**src/design/sdpq_pkg.sv**
```systemverilog
`timescale 1ns / 1ps
// ----------------------------------------------------------------------------
// sdpq_pkg
// shared types and constants of the step/direction pulse queue
// ----------------------------------------------------------------------------
package sdpq_pkg;

    localparam int PERIOD_WIDTH = 17;
    localparam logic [PERIOD_WIDTH-1:0] PERIOD_RESET = 17'd5000;

    localparam int COUNT_WIDTH = 32;
    localparam int POS_OUT_WIDTH = 64;

    localparam int APB_ADDR_WIDTH = 3;
    localparam int APB_DATA_WIDTH = 32;

    // register word index, taken from paddr[2]
    localparam logic REG_STEP_PERIOD = 1'b0;

    localparam logic DIR_FORWARD = 1'b0;

    typedef enum logic [1:0] {
        ACT_TICK  = 2'd0,
        ACT_MOVE  = 2'd1,
        ACT_ABORT = 2'd2
    } action_t;

    typedef struct packed {
        action_t                action;
        logic                   direction;
        logic [COUNT_WIDTH-1:0] step_count;
        logic                   nfault_level;
    } item_t;

    typedef struct packed {
        logic                            step_pulse;
        logic                            dir_line;
        logic [COUNT_WIDTH-1:0]          pending_steps;
        logic signed [POS_OUT_WIDTH-1:0] net_position;
        logic                            fault;
    } result_t;

    typedef struct packed {
        logic [PERIOD_WIDTH-1:0] period;
        logic                    restart;
    } cfg_t;

endpackage

```
**src/design/step_dir_pulse_queue.sv**
```systemverilog
`timescale 1ns / 1ps
// ----------------------------------------------------------------------------
// step_dir_pulse_queue
// step/direction pulse generator with a queue of pending microsteps
// ----------------------------------------------------------------------------
// usage
//   s_* stream carries one request per item: s_tuser holds the action
//   (tick, move, abort), s_tdata the direction, step count and fault level
//   m_* stream returns exactly one result per request: step pulse, direction
//   line level, queued steps, signed net position and fault flag
//   the apb port holds the step period at byte address 0; a write of a new
//   value restarts the period phase, rewriting the same value does nothing
// timing
//   a request is held in the input register; its result is computed and
//   loaded into the output register, which drives m_tvalid, once the
//   output slot is free or draining; one request per cycle is sustained
//   while m_tready is high: the whole update is a single pass of a 17 bit
//   compare, a saturating add and a position increment or decrement
// reset and stalls
//   reset empties both registers, clears queue, phase and position, selects
//   forward and loads the default period of 5000 ticks
//   while m_tready is low a held result stays put; the input register still
//   takes one more request, after which s_tready drops until the output
//   drains
// ----------------------------------------------------------------------------
module step_dir_pulse_queue
#(
    parameter int PENDING_WIDTH  = 32,
    parameter int POSITION_WIDTH = 64
)
(
    input  logic                                clk,
    input  logic                                rst_n,
    // slave stream
    input  logic                                s_tvalid,
    output logic                                s_tready,
    input  logic [39:0]                         s_tdata,   // direction, step_count[31:0], nfault_level, zero pad
    input  logic [1:0]                          s_tuser,   // action
    // master stream
    output logic                                m_tvalid,
    input  logic                                m_tready,
    output logic [103:0]                        m_tdata,   // step_pulse, dir_line, pending_steps[31:0],
                                                           // net_position[63:0], fault, zero pad
    // configuration
    input  logic                                psel,
    input  logic                                penable,
    input  logic                                pwrite,
    input  logic [sdpq_pkg::APB_ADDR_WIDTH-1:0] paddr,
    input  logic [sdpq_pkg::APB_DATA_WIDTH-1:0] pwdata,
    output logic [sdpq_pkg::APB_DATA_WIDTH-1:0] prdata,
    output logic                                pready
);

    sdpq_pkg::cfg_t    cfg;
    sdpq_pkg::item_t   in_item_reg;
    sdpq_pkg::item_t   in_item_next;
    logic              in_valid_reg;
    sdpq_pkg::result_t result;
    sdpq_pkg::result_t out_result_reg;
    logic              out_valid_reg;
    logic              s_fire;
    logic              advance;

    sdpq_apb_regs u_regs
    (
        .clk     (clk),
        .rst_n   (rst_n),
        .psel    (psel),
        .penable (penable),
        .pwrite  (pwrite),
        .paddr   (paddr),
        .pwdata  (pwdata),
        .prdata  (prdata),
        .pready  (pready),
        .cfg     (cfg)
    );

    // unpack the incoming request
    assign in_item_next.action       = sdpq_pkg::action_t'(s_tuser);
    assign in_item_next.direction    = s_tdata[0];
    assign in_item_next.step_count   = s_tdata[32:1];
    assign in_item_next.nfault_level = s_tdata[33];

    // the held request moves on when the output slot is free or draining
    assign advance  = in_valid_reg && (!out_valid_reg || m_tready);
    assign s_tready = !in_valid_reg || advance;
    assign s_fire   = s_tvalid && s_tready;

    sdpq_step_engine
    #(
        .PENDING_WIDTH  (PENDING_WIDTH),
        .POSITION_WIDTH (POSITION_WIDTH)
    )
    u_engine
    (
        .clk     (clk),
        .rst_n   (rst_n),
        .advance (advance),
        .item    (in_item_reg),
        .cfg     (cfg),
        .result  (result)
    );

    // input register
    always_ff @(posedge clk or negedge rst_n)
    begin
        if (!rst_n)
        begin
            in_valid_reg <= 1'b0;
        end
        else if (s_fire)
        begin
            in_valid_reg <= 1'b1;
        end
        else if (advance)
        begin
            in_valid_reg <= 1'b0;
        end
    end

    always_ff @(posedge clk)
    begin
        if (s_fire)
        begin
            in_item_reg <= in_item_next;
        end
    end

    // result register
    always_ff @(posedge clk or negedge rst_n)
    begin
        if (!rst_n)
        begin
            out_valid_reg <= 1'b0;
        end
        else if (advance)
        begin
            out_valid_reg <= 1'b1;
        end
        else if (m_tready)
        begin
            out_valid_reg <= 1'b0;
        end
    end

    always_ff @(posedge clk)
    begin
        if (advance)
        begin
            out_result_reg <= result;
        end
    end

    assign m_tvalid = out_valid_reg;
    assign m_tdata  = {5'b0,
                       out_result_reg.fault,
                       out_result_reg.net_position,
                       out_result_reg.pending_steps,
                       out_result_reg.dir_line,
                       out_result_reg.step_pulse};

endmodule

```
**src/design/sdpq_apb_regs.sv**
```systemverilog
`timescale 1ns / 1ps
// ----------------------------------------------------------------------------
// sdpq_apb_regs
// apb register file holding the step period
// ----------------------------------------------------------------------------
module sdpq_apb_regs
(
    input  logic                                 clk,
    input  logic                                 rst_n,
    input  logic                                 psel,
    input  logic                                 penable,
    input  logic                                 pwrite,
    input  logic [sdpq_pkg::APB_ADDR_WIDTH-1:0]  paddr,
    input  logic [sdpq_pkg::APB_DATA_WIDTH-1:0]  pwdata,
    output logic [sdpq_pkg::APB_DATA_WIDTH-1:0]  prdata,
    output logic                                 pready,
    output sdpq_pkg::cfg_t                       cfg
);

    logic [sdpq_pkg::PERIOD_WIDTH-1:0] period_reg;
    logic [sdpq_pkg::PERIOD_WIDTH-1:0] period_next;
    logic                              wr_period;
    logic                              sel_period;

    assign pready      = 1'b1;
    assign sel_period  = (paddr[2] == sdpq_pkg::REG_STEP_PERIOD);
    assign period_next = pwdata[sdpq_pkg::PERIOD_WIDTH-1:0];
    assign wr_period   = psel && penable && pwrite && pready && sel_period;

    always_ff @(posedge clk or negedge rst_n)
    begin
        if (!rst_n)
        begin
            period_reg <= sdpq_pkg::PERIOD_RESET;
        end
        else if (wr_period)
        begin
            period_reg <= period_next;
        end
    end

    // a changed period restarts the phase counter at the write edge
    assign cfg.period  = period_reg;
    assign cfg.restart = wr_period && (period_next != period_reg);

    always_comb
    begin
        if (sel_period)
        begin
            prdata = sdpq_pkg::APB_DATA_WIDTH'(period_reg);
        end
        else
        begin
            prdata = '0;
        end
    end

endmodule

```
**src/design/sdpq_step_engine.sv**
```systemverilog
`timescale 1ns / 1ps
// ----------------------------------------------------------------------------
// sdpq_step_engine
// period counter, step queue, direction and position state
// ----------------------------------------------------------------------------
module sdpq_step_engine
#(
    parameter int PENDING_WIDTH  = 32,
    parameter int POSITION_WIDTH = 64
)
(
    input  logic             clk,
    input  logic             rst_n,
    input  logic             advance,
    input  sdpq_pkg::item_t  item,
    input  sdpq_pkg::cfg_t   cfg,
    output sdpq_pkg::result_t result
);

    localparam logic [PENDING_WIDTH-1:0] PENDING_MAX = {PENDING_WIDTH{1'b1}};

    logic [sdpq_pkg::PERIOD_WIDTH-1:0] period_counter_reg;
    logic [sdpq_pkg::PERIOD_WIDTH-1:0] period_counter_next;
    logic [PENDING_WIDTH-1:0]          pending_reg;
    logic [PENDING_WIDTH-1:0]          pending_next;
    logic                              direction_reg;
    logic                              direction_next;
    logic signed [POSITION_WIDTH-1:0]  net_reg;
    logic signed [POSITION_WIDTH-1:0]  net_next;

    logic [sdpq_pkg::PERIOD_WIDTH-1:0] period_eff;
    logic [sdpq_pkg::PERIOD_WIDTH-1:0] count_inc;
    logic                              period_hit;
    logic [PENDING_WIDTH-1:0]          move_base;
    logic [sdpq_pkg::COUNT_WIDTH:0]    move_sum;
    logic                              step_pulse;

    assign period_eff = (cfg.period == '0) ? sdpq_pkg::PERIOD_WIDTH'(1) : cfg.period;
    assign count_inc  = period_counter_reg + sdpq_pkg::PERIOD_WIDTH'(1);
    assign period_hit = (count_inc >= period_eff);

    // a reversal drops the queue before the new count is added
    assign move_base = (item.direction != direction_reg) ? '0 : pending_reg;
    assign move_sum  = (sdpq_pkg::COUNT_WIDTH+1)'(move_base)
                     + (sdpq_pkg::COUNT_WIDTH+1)'(item.step_count);

    always_comb
    begin
        period_counter_next = period_counter_reg;
        pending_next        = pending_reg;
        direction_next      = direction_reg;
        net_next            = net_reg;
        step_pulse          = 1'b0;
        unique case (item.action)
            sdpq_pkg::ACT_TICK:
            begin
                if (period_hit)
                begin
                    period_counter_next = '0;
                    if (pending_reg != '0)
                    begin
                        pending_next = pending_reg - PENDING_WIDTH'(1);
                        step_pulse   = 1'b1;
                        if (direction_reg == sdpq_pkg::DIR_FORWARD)
                        begin
                            net_next = net_reg + POSITION_WIDTH'(1);
                        end
                        else
                        begin
                            net_next = net_reg - POSITION_WIDTH'(1);
                        end
                    end
                end
                else
                begin
                    period_counter_next = count_inc;
                end
            end
            sdpq_pkg::ACT_MOVE:
            begin
                if (item.step_count != '0)
                begin
                    direction_next = item.direction;
                    if (move_sum >= (sdpq_pkg::COUNT_WIDTH+1)'(PENDING_MAX))
                    begin
                        pending_next = PENDING_MAX;
                    end
                    else
                    begin
                        pending_next = move_sum[PENDING_WIDTH-1:0];
                    end
                end
            end
            sdpq_pkg::ACT_ABORT:
            begin
                pending_next = '0;
            end
            default:
            begin
                // unused code reports the state only
            end
        endcase
    end

    always_ff @(posedge clk or negedge rst_n)
    begin
        if (!rst_n)
        begin
            period_counter_reg <= '0;
            pending_reg        <= '0;
            direction_reg      <= sdpq_pkg::DIR_FORWARD;
            net_reg            <= '0;
        end
        else
        begin
            if (cfg.restart)
            begin
                period_counter_reg <= '0;
            end
            else if (advance)
            begin
                period_counter_reg <= period_counter_next;
            end
            if (advance)
            begin
                pending_reg   <= pending_next;
                direction_reg <= direction_next;
                net_reg       <= net_next;
            end
        end
    end

    assign result.step_pulse    = step_pulse;
    assign result.dir_line      = (direction_next == sdpq_pkg::DIR_FORWARD);
    assign result.pending_steps = sdpq_pkg::COUNT_WIDTH'(pending_next);
    assign result.net_position  = sdpq_pkg::POS_OUT_WIDTH'(net_next);
    assign result.fault         = !item.nfault_level;

endmodule
```
**config.mk**
```make
export PLATFORM = sky130hd
export DESIGN_NAME = step_dir_pulse_queue
export DESIGN_NICKNAME = d
export VERILOG_FILES = /design/src/design/sdpq_pkg.sv /design/src/design/step_dir_pulse_queue.sv /design/src/design/sdpq_apb_regs.sv /design/src/design/sdpq_step_engine.sv
export SDC_FILE = /design/constraint.sdc
export NUM_CORES = 1
export LEC_CHECK = 0
export BUFFER_PORTS_ARGS = -buffer_cell sky130_fd_sc_hd__buf_2
export CORE_ASPECT_RATIO = 0.6
export CORE_UTILIZATION = 65
export CTS_CLUSTER_SIZE = 10
export DETAILED_ROUTE_END_ITERATION = 8
export PLACE_DENSITY = 0.93
export SYNTH_ARGS = -nofsm -noshare
export SYNTH_HDL_FRONTEND = slang
export SYNTH_SLANG_ARGS = --single-unit
```
**constraint.sdc**
```tcl
create_clock -name clk -period 7.6 [get_ports clk]
set_input_delay 1.14 -clock clk [delete_from_list [all_inputs] [get_ports clk]]
set_output_delay 1.14 -clock clk [all_outputs]
set_load 0.005 [all_outputs]
```
==> metrics.log, run 1 <==
INFO  metric critPathRequiredTime = roughly 7800 ps
INFO  metric max_reg_flops = 99
INFO  metric violation_count_after_the_first_detailed_routing_iteration = roughly 2700
INFO  metric buffer_ports.inserted = 178
INFO  metric post_cts.resized_instances = 0
INFO  metric area_growth_syn_to_layout = 9.30%
INFO  metric drc = 0
INFO  metric grt_usage = a little over a third
INFO  metric status = finished, final reports clean
INFO  metric cts.htree.levels = 1
INFO  metric first_global_vias = 16000
INFO  metric post-place-cells = between 2000 and 3000
INFO  metric final_nets = 2381
INFO  metric synthesis.area_per_instance = roughly 9.1 um2
INFO  metric finalMaxSlewViolations = 0
INFO  metric synthesized_netlist_cell_count = 2066
INFO  metric leakage = just over 9 nW
INFO  metric worst_slew_pin_slew = between 1000 and 1500 ps
INFO  metric path_class = flip-flop to flip-flop
INFO  metric placed_cell_area = around 20000 um2
INFO  metric clkTransAtPathRegs = around 60 ps
INFO  metric max_cap_violations = 0
INFO  metric clock_sinks = ~270
INFO  metric layout.cells.non_filler = ~2600
INFO  metric grt_setup_unrepaired = false
INFO  metric synthesis.area = 18900 um2
INFO  metric critical_path.max_fanout = 13
INFO  metric avgViaCountPerCell = 6.76
INFO  metric clock_tree_from_tritoncts = yes
INFO  metric postCtsHoldBufs = 0
INFO  metric hold_path.class = flip-flop to flip-flop
INFO  metric cp_data_arrival_time = about 6000 ps
INFO  metric grt_first_pass_wirelength = ~86000 um
INFO  metric clockBufferDepth = 3
INFO  metric gp_routability_congestion = between 1 and 1.5
INFO  metric period_share = around 75%
INFO  metric antenna_found_initial = 3
INFO  metric fin_skew = ~18 ps
INFO  metric synth_seq_area_share = around two fifths
INFO  metric fp-row-count = between 40 and 50
INFO  metric inserted_clock_buffers = 31
INFO  metric fin_worst_hold_slack = around 520 ps
INFO  metric report.power.total = between 5 and 6 mW
INFO  metric antenna_cells = 0
INFO  metric finalCoreUtilization = 73.6%
INFO  metric synth_ff_type = sky130_fd_sc_hd__edfxtp_1
INFO  metric grt_start_max_net_pins = between 80 and 90
INFO  metric setup_total_negative_slack = 0 ps
INFO  metric post_cts_buffers = 0
INFO  metric coreArea = between 20000 and 30000 um2
INFO  metric postRouteWirelength = around 55000 um
INFO  metric power.density_cell_area = roughly 270 nW/um2
INFO  metric floorplan.initialDensity = 67.4%
INFO  metric final_hpwl_dp = approximately 40000 um
INFO  metric setup.worst_path.start_class = flip-flop
INFO  metric cell_area_after_layout = just over 20000 um2
INFO  metric post_synth_edffs = around 140
INFO  metric insertion_delay = between 500 and 600 ps
INFO  metric route.vias.total = roughly 17000
INFO  metric die_area = slightly below 30000 um2
INFO  metric timing_hold_violations_final = 0
INFO  metric drt_antenna_net_count = 0
INFO  metric total_global_routing_overflow = 0
INFO  metric die_h = around 130 um
INFO  metric layout_min_cycle_time = between 5000 and 6000 ps
INFO  metric critPathCaptureType = flip-flop
INFO  metric power.ir.vdd_worst = approximately 0.22 mV
INFO  metric netlist-cell-type-count = 96
INFO  metric timing.max_slew.rel_slack = between 10% and 20%
INFO  metric fillerInstances = approximately 2000
INFO  metric io_pins = 223
INFO  metric pre_cts_ws = around 2300 ps
INFO  metric post_route_cells_drive_above_1_share = 15.4%
INFO  metric postLayoutSetupSlackWorst = 1880 ps
INFO  metric cell_at_the_root_of_the_clock_tree = sky130_fd_sc_hd__clkbuf_16
INFO  metric ys_warn_count = 0
INFO  metric drt_pre_antenna_iters = 6
INFO  metric final_setup_violations = 0
INFO  metric wire_per_inst = approximately 21 um
INFO  metric fp.dieW = 222 um
INFO  metric ys_async_rst_share = between 40% and 50%
INFO  metric max_freq = between 150 and 200 MHz
INFO  metric ys_seq_elements = 268
## synthesized netlist by cell type (32+ instances only)
cell / count / area share, %
sky130_fd_sc_hd__xnor2_1: 79 / 3.7
sky130_fd_sc_hd__inv_1: 54 / 1.1
sky130_fd_sc_hd__ha_1: 113 / 7.5
sky130_fd_sc_hd__mux2_2: 70 / 4.2
sky130_fd_sc_hd__dfrtp_1: 128 / 17
sky130_fd_sc_hd__edfxtp_1: 135 / 21
sky130_fd_sc_hd__a21oi_1: 135 / 3.6
sky130_fd_sc_hd__nand4_1: 34 / 1.1
sky130_fd_sc_hd__nor2_1: 165 / 3.3
sky130_fd_sc_hd__nand2_1: 265 / 5.3
sky130_fd_sc_hd__clkbuf_1: 59 / 1.2
sky130_fd_sc_hd__o21ai_0: 145 / 3.8
sky130_fd_sc_hd__o21ai_1: 37 / 0.98
sky130_fd_sc_hd__and2_1: 41 / 1.4
sky130_fd_sc_hd__xor2_1: 40 / 1.9
sky130_fd_sc_hd__a21o_1: 61 / 2.4
sky130_fd_sc_hd__nand3_1: 37 / 0.98
sky130_fd_sc_hd__buf_2: 32 / 0.85
## final timing paths
| path | from | end | slack (ps) | cells past startpoint |
|---|---|---|---|---|
| hold / removal | u_engine.net_reg[23] | u_engine.net_reg[23] | 520 | 2 |
| hold reg to reg | u_engine.net_reg[23] | u_engine.net_reg[23] | 520 | 2 |
| min in group asynchronous | rst_n | u_engine.pending_reg[25] | 630 | 1 |
| setup reg to reg | u_engine.period_counter_reg[0] | m_tdata[24] | 1880 | 14 |
| setup / recovery | u_engine.period_counter_reg[0] | m_tdata[24] | 1880 | 14 |
| max in group asynchronous | rst_n | u_engine.direction_reg | 5610 | 2 |
## report_power, final
part / switching (mW) / internal [mW] / total [mW]
combinational: 1.39 / 0.826 / 2.22
clock: 0.590 / 0.762 / 1.35
sequential: 0.248 / 1.78 / 2.02
total: 2.23 / 3.37 / 5.59
## cell families (layout without fill, tap and decap cells)
group                      after synthesis  after routing  synth area share (%)
and+or+nand+nor                        693            693                  17.2
AOI/OAI and AO/OA                      611            611                  21.3
DFF                                    268            268                  39.1
buffers and inverters                  181            302                  4.52
xor gates and xnor gates               119            119                  5.52
adders and majority gates              115            115                  7.70
muxes                                   77             77                  4.54
other                                    2             21                0.0397
## per-layer routing
layer | wire [um] | track usage, % | share of wire, %
met1 | 23600 | 56.0 | 43
met2 | 21800 | 49.4 | 40
met4 | 1580 | 10.2 | 2.9
met5 | 27 | 0 | 0.049
met3 | 8140 | 11.0 | 15
## critical path, stage by stage, from the launching register on
cell	delay [ps]
sky130_fd_sc_hd__dfrtp_1	450
sky130_fd_sc_hd__ha_1	270
sky130_fd_sc_hd__nand3_1	160
sky130_fd_sc_hd__nor2_1	250
sky130_fd_sc_hd__nand3_1	270
sky130_fd_sc_hd__nor2_1	270
sky130_fd_sc_hd__nand2_1	100
sky130_fd_sc_hd__xnor2_1	170
sky130_fd_sc_hd__ha_1	310
sky130_fd_sc_hd__and4_1	210
sky130_fd_sc_hd__nand3_1	70
sky130_fd_sc_hd__or3b_1	550
sky130_fd_sc_hd__a21oi_1	1020
sky130_fd_sc_hd__nand2_1	400
sky130_fd_sc_hd__o311ai_0	880
## layout by cell type, fill, tap and decap left out, drive strengths merged, types with 14 or more instances in the layout
master,count
mux2,70
nand3,37
dfrtp,128
nor2b,14
xor2,40
and2,41
edfxtp,135
clkbuf,56
inv,56
nor2,167
nor3,29
a21oi,138
conb,21
nand4,34
a21o,61
o21bai,25
nor4,27
ha,113
nand2b,16
o221ai,14
buf,190
a31oi,16
nand2,265
a211oi,15
xnor2,79
o21ai,183
## final cells by class
| type | count | area [um2] | area share, % |
|---|---|---|---|
| clock buffers | 56 | 870 | 4.21 |
| clock inverters | 1 | 8.76 | 0.0424 |
| inverters | 55 | 211 | 1.02 |
| multi-input cells | 1636 | 10700 | 51.9 |
| flip-flops and latches | 268 | 7390 | 35.8 |
| well taps | 367 | 459 | 2.22 |
| repair buffers | 190 | 987 | 4.78 |
Power figures use the tool's default switching activity.
==> run 2, diff against run 1 <==
CORE_UTILIZATION = 54   (was 65)
PLACE_DENSITY = 0.83   (was 0.93)
clock period = 4.7 ns   (was 7.6 ns; I/O delays follow)
==> run 2 against run 1 <==
Via count shrank 2.5%. Flip-flop and latch count is the same. First-iteration DRC count shrank 22%. Sequential share of layout area shrank 0.84 points. Clock power grew 64%. Die area grew 20%. Count of clock-buffer cells in the layout is the same. Register-to-register slack lost 1700 ps. Core utilization shrank 12 points. Critical path depth grew 2. Combinational power grew 65%. Critical endpoint is now u_engine.pending_reg[29].
==> metrics.log, run 2 (synthesized netlist as in run 1, its figures left out) <==
INFO  metric most_frequent_standard_cell_in_the_layout_excluding_fill_and_tap_cells = sky130_fd_sc_hd__nand2_1
INFO  metric final_hpwl_dp = approximately 41000 um
INFO  metric cp_data_arrival_time = approximately 5000 ps
INFO  metric status = finished, final reports clean
INFO  metric grt_use_met1 = ~47%
INFO  metric total_global_routing_overflow = 0
INFO  metric inserted_clock_buffers = 31
INFO  metric postRouteWirelength = 55000 um
INFO  metric worst_r2r_endpoint = u_engine.pending_reg[29]
INFO  metric worst_slew_pin_slew = 1150 ps
INFO  metric cell_at_the_root_of_the_clock_tree = sky130_fd_sc_hd__clkbuf_16
INFO  metric power.density_cell_area = about 430 nW/um2
INFO  metric antenna_cells = 0
INFO  metric die_h = around 150 um
INFO  metric period_share = between 90% and 100%
INFO  metric grt_start_max_net_pins = 66
INFO  metric violation_count_after_the_first_detailed_routing_iteration = about 2100
INFO  metric buffer_ports.inserted = ~180
INFO  metric coreArea = around 34000 um2
INFO  metric fillerInstances = just under 3000
INFO  metric grt_util_met3 = around 7.9%
INFO  metric power.ir.vdd_worst = ~0.30 mV
INFO  metric grt_usage = 30.2%
INFO  metric grt_first_pass_wirelength = between 80000 and 90000 um
INFO  metric max_freq = about 220 MHz
INFO  metric timing.max_slew.rel_slack = a little under a quarter
INFO  metric leakage = ~9.3 nW
INFO  metric fp.dieW = 243 um
INFO  metric die_area = approximately 36000 um2
INFO  metric first_global_vias = roughly 16000
INFO  metric avgViaCountPerCell = approximately 6.3
INFO  metric globalRouteMet2Util = between 40% and 50%
INFO  metric antenna_found_initial = 1
INFO  metric hold_path.class = input pin to asynchronous set/reset pin
INFO  metric clock_tree_from_tritoncts = yes
INFO  metric drc = 0
INFO  metric setup.worst_path.start_class = flip-flop
INFO  metric cell_area_after_layout = roughly 21000 um2
INFO  metric fin_skew = about 15 ps
INFO  metric layout_min_cycle_time = approximately 4500 ps
INFO  metric area_growth_syn_to_layout = 11.9%
INFO  metric placed_cell_area = around 20000 um2
INFO  metric insertion_delay = slightly below 600 ps
INFO  metric clkTransAtPathRegs = 60 ps
INFO  metric p_seq_share = around 36%
INFO  metric gp_routability_congestion = 0.994
INFO  metric path_class = flip-flop to flip-flop
INFO  metric r2r_cells = 16
INFO  metric internal_portion_of_total_power = 5.53 mW
INFO  metric route.vias.total = 17000
INFO  metric mostFrequentLayoutCells = 264 x sky130_fd_sc_hd__nand2_1, 177 x sky130_fd_sc_hd__buf_2, 163 x sky130_fd_sc_hd__nor2_1
INFO  metric power.combinational.fraction = between 40% and 50%
INFO  metric finalMaxSlewViolations = 0
INFO  metric final_nets = 2417
INFO  metric fp-row-count = 52
INFO  metric final_setup_violations = 0
INFO  metric power.net_switching = around 3.6 mW
INFO  metric timing_hold_violations_final = 0
INFO  metric setup_total_negative_slack = 0 ps
INFO  metric clockBufferDepth = 3
INFO  metric critical_path.reg2reg.startpoint = in_item_reg[33]
INFO  metric wire_per_inst = roughly 20 um
INFO  metric critPathRequiredTime = between 5000 and 6000 ps
INFO  metric critical_path.max_fanout = 32
INFO  metric drt_antenna_net_count = 0
INFO  metric clock_sinks = around 270
INFO  metric critPathCaptureType = flip-flop
INFO  metric sw_frac_of_total = 39.4%
INFO  metric max_reg_flops = 99
INFO  metric pwr-share-clk = 24.2%
INFO  metric max_cap_violations = 0
INFO  metric global_route.peak_usage_layer = met1
INFO  metric postCtsHoldBufs = 0
INFO  metric post_route_cells_drive_above_1_share = around 17%
INFO  metric io_pins = ~220
INFO  metric cts.htree.levels = 1
INFO  metric drt_pre_antenna_iters = 7
INFO  metric floorplan.initialDensity = between 50% and 60%
INFO  metric grt_setup_unrepaired = false
INFO  metric worst-r2r-setup-slack = between 150 and 200 ps
## run 2: cell types whose count changed in the layout (fill, tap and decap cells not counted), moves of 2 or more
cell / delta
sky130_fd_sc_hd__buf_12: +4
sky130_fd_sc_hd__buf_4: +32
sky130_fd_sc_hd__nor2_1: -2
sky130_fd_sc_hd__nor2_2: +2
## run 2: final cells by class
type	count	area, um2	area share, %
clock buffer	56	880	4.16
clock inverter	2	17.5	0.0828
inverter	55	211	1.00
multi-input combinational	1636	10800	50.9
sequential	268	7390	34.9
tap	459	574	2.72
timing repair buffer	226	1310	6.18
## run 2: what timing repair did
item	CTS	global route
buffers inserted	0	0
hold endpoints to repair	0	0
gates resized for setup	0	9
setup endpoints to repair	0	103
## run 2: worst max-delay path, stage by stage, from the launching register on
cell	delay (ps)
sky130_fd_sc_hd__edfxtp_1	410
sky130_fd_sc_hd__xnor2_1	180
sky130_fd_sc_hd__buf_12	180
sky130_fd_sc_hd__and2_1	190
sky130_fd_sc_hd__ha_1	440
sky130_fd_sc_hd__buf_4	190
sky130_fd_sc_hd__nand4_1	250
sky130_fd_sc_hd__or4_1	620
sky130_fd_sc_hd__a31oi_1	440
sky130_fd_sc_hd__a2111oi_0	210
sky130_fd_sc_hd__buf_4	210
sky130_fd_sc_hd__o21bai_1	130
sky130_fd_sc_hd__a21oi_1	90
sky130_fd_sc_hd__xnor2_1	360
sky130_fd_sc_hd__a21o_1	170
sky130_fd_sc_hd__o21ai_1	70
sky130_fd_sc_hd__mux2_2	280
## run 2: through the flow
stage	power (mW)	hold WS, ps	setup WS (ps)	std cells	util (%)
2_1_floorplan	5.72	409	398	2085	-
3_3_place_gp	6.67	480	233	2644	59.3
3_5_place_dp	6.80	500	122	2644	59.3
4_1_cts	9.04	153	86.8	2702	61.9
5_1_grt	9.62	187	3.81	2702	62.0
6_report	9.12	148	158	2702	62.0
## run 2: worst max path at each step
stage	start	to	slack [ps]	cells past startpoint
finish	in_item_reg[33]	u_engine.pending_reg[29]	160	16
global route	u_engine.direction_reg	m_tdata[2]	4	16
CTS	u_engine.period_counter_reg[0]	m_tdata[27]	90	16
detailed placement	u_engine.period_counter_reg[0]	m_tdata[27]	120	16
global placement	u_engine.period_counter_reg[0]	m_tdata[27]	230	17
floorplan	u_engine.direction_reg	m_tdata[20]	400	16
## run 2: power by group through the flow
stage / clock network, mW / logic, mW / registers (mW)
6_report: 2.21 / 3.66 / 3.25
5_1_grt: 2.34 / 3.99 / 3.29
4_1_cts: 2.25 / 3.55 / 3.24
3_5_place_dp: 0 / 3.52 / 3.28
3_3_place_gp: 0 / 3.41 / 3.26
2_1_floorplan: 0 / 2.56 / 3.16
## run 2: routing by layer
layer	wire length, um	share of wire (%)	up-vias
met1	25600	47	8111
met5	9	0.016	-
met3	6250	11	76
met2	22200	40	883
li1	-	-	7887
met4	966	1.8	2
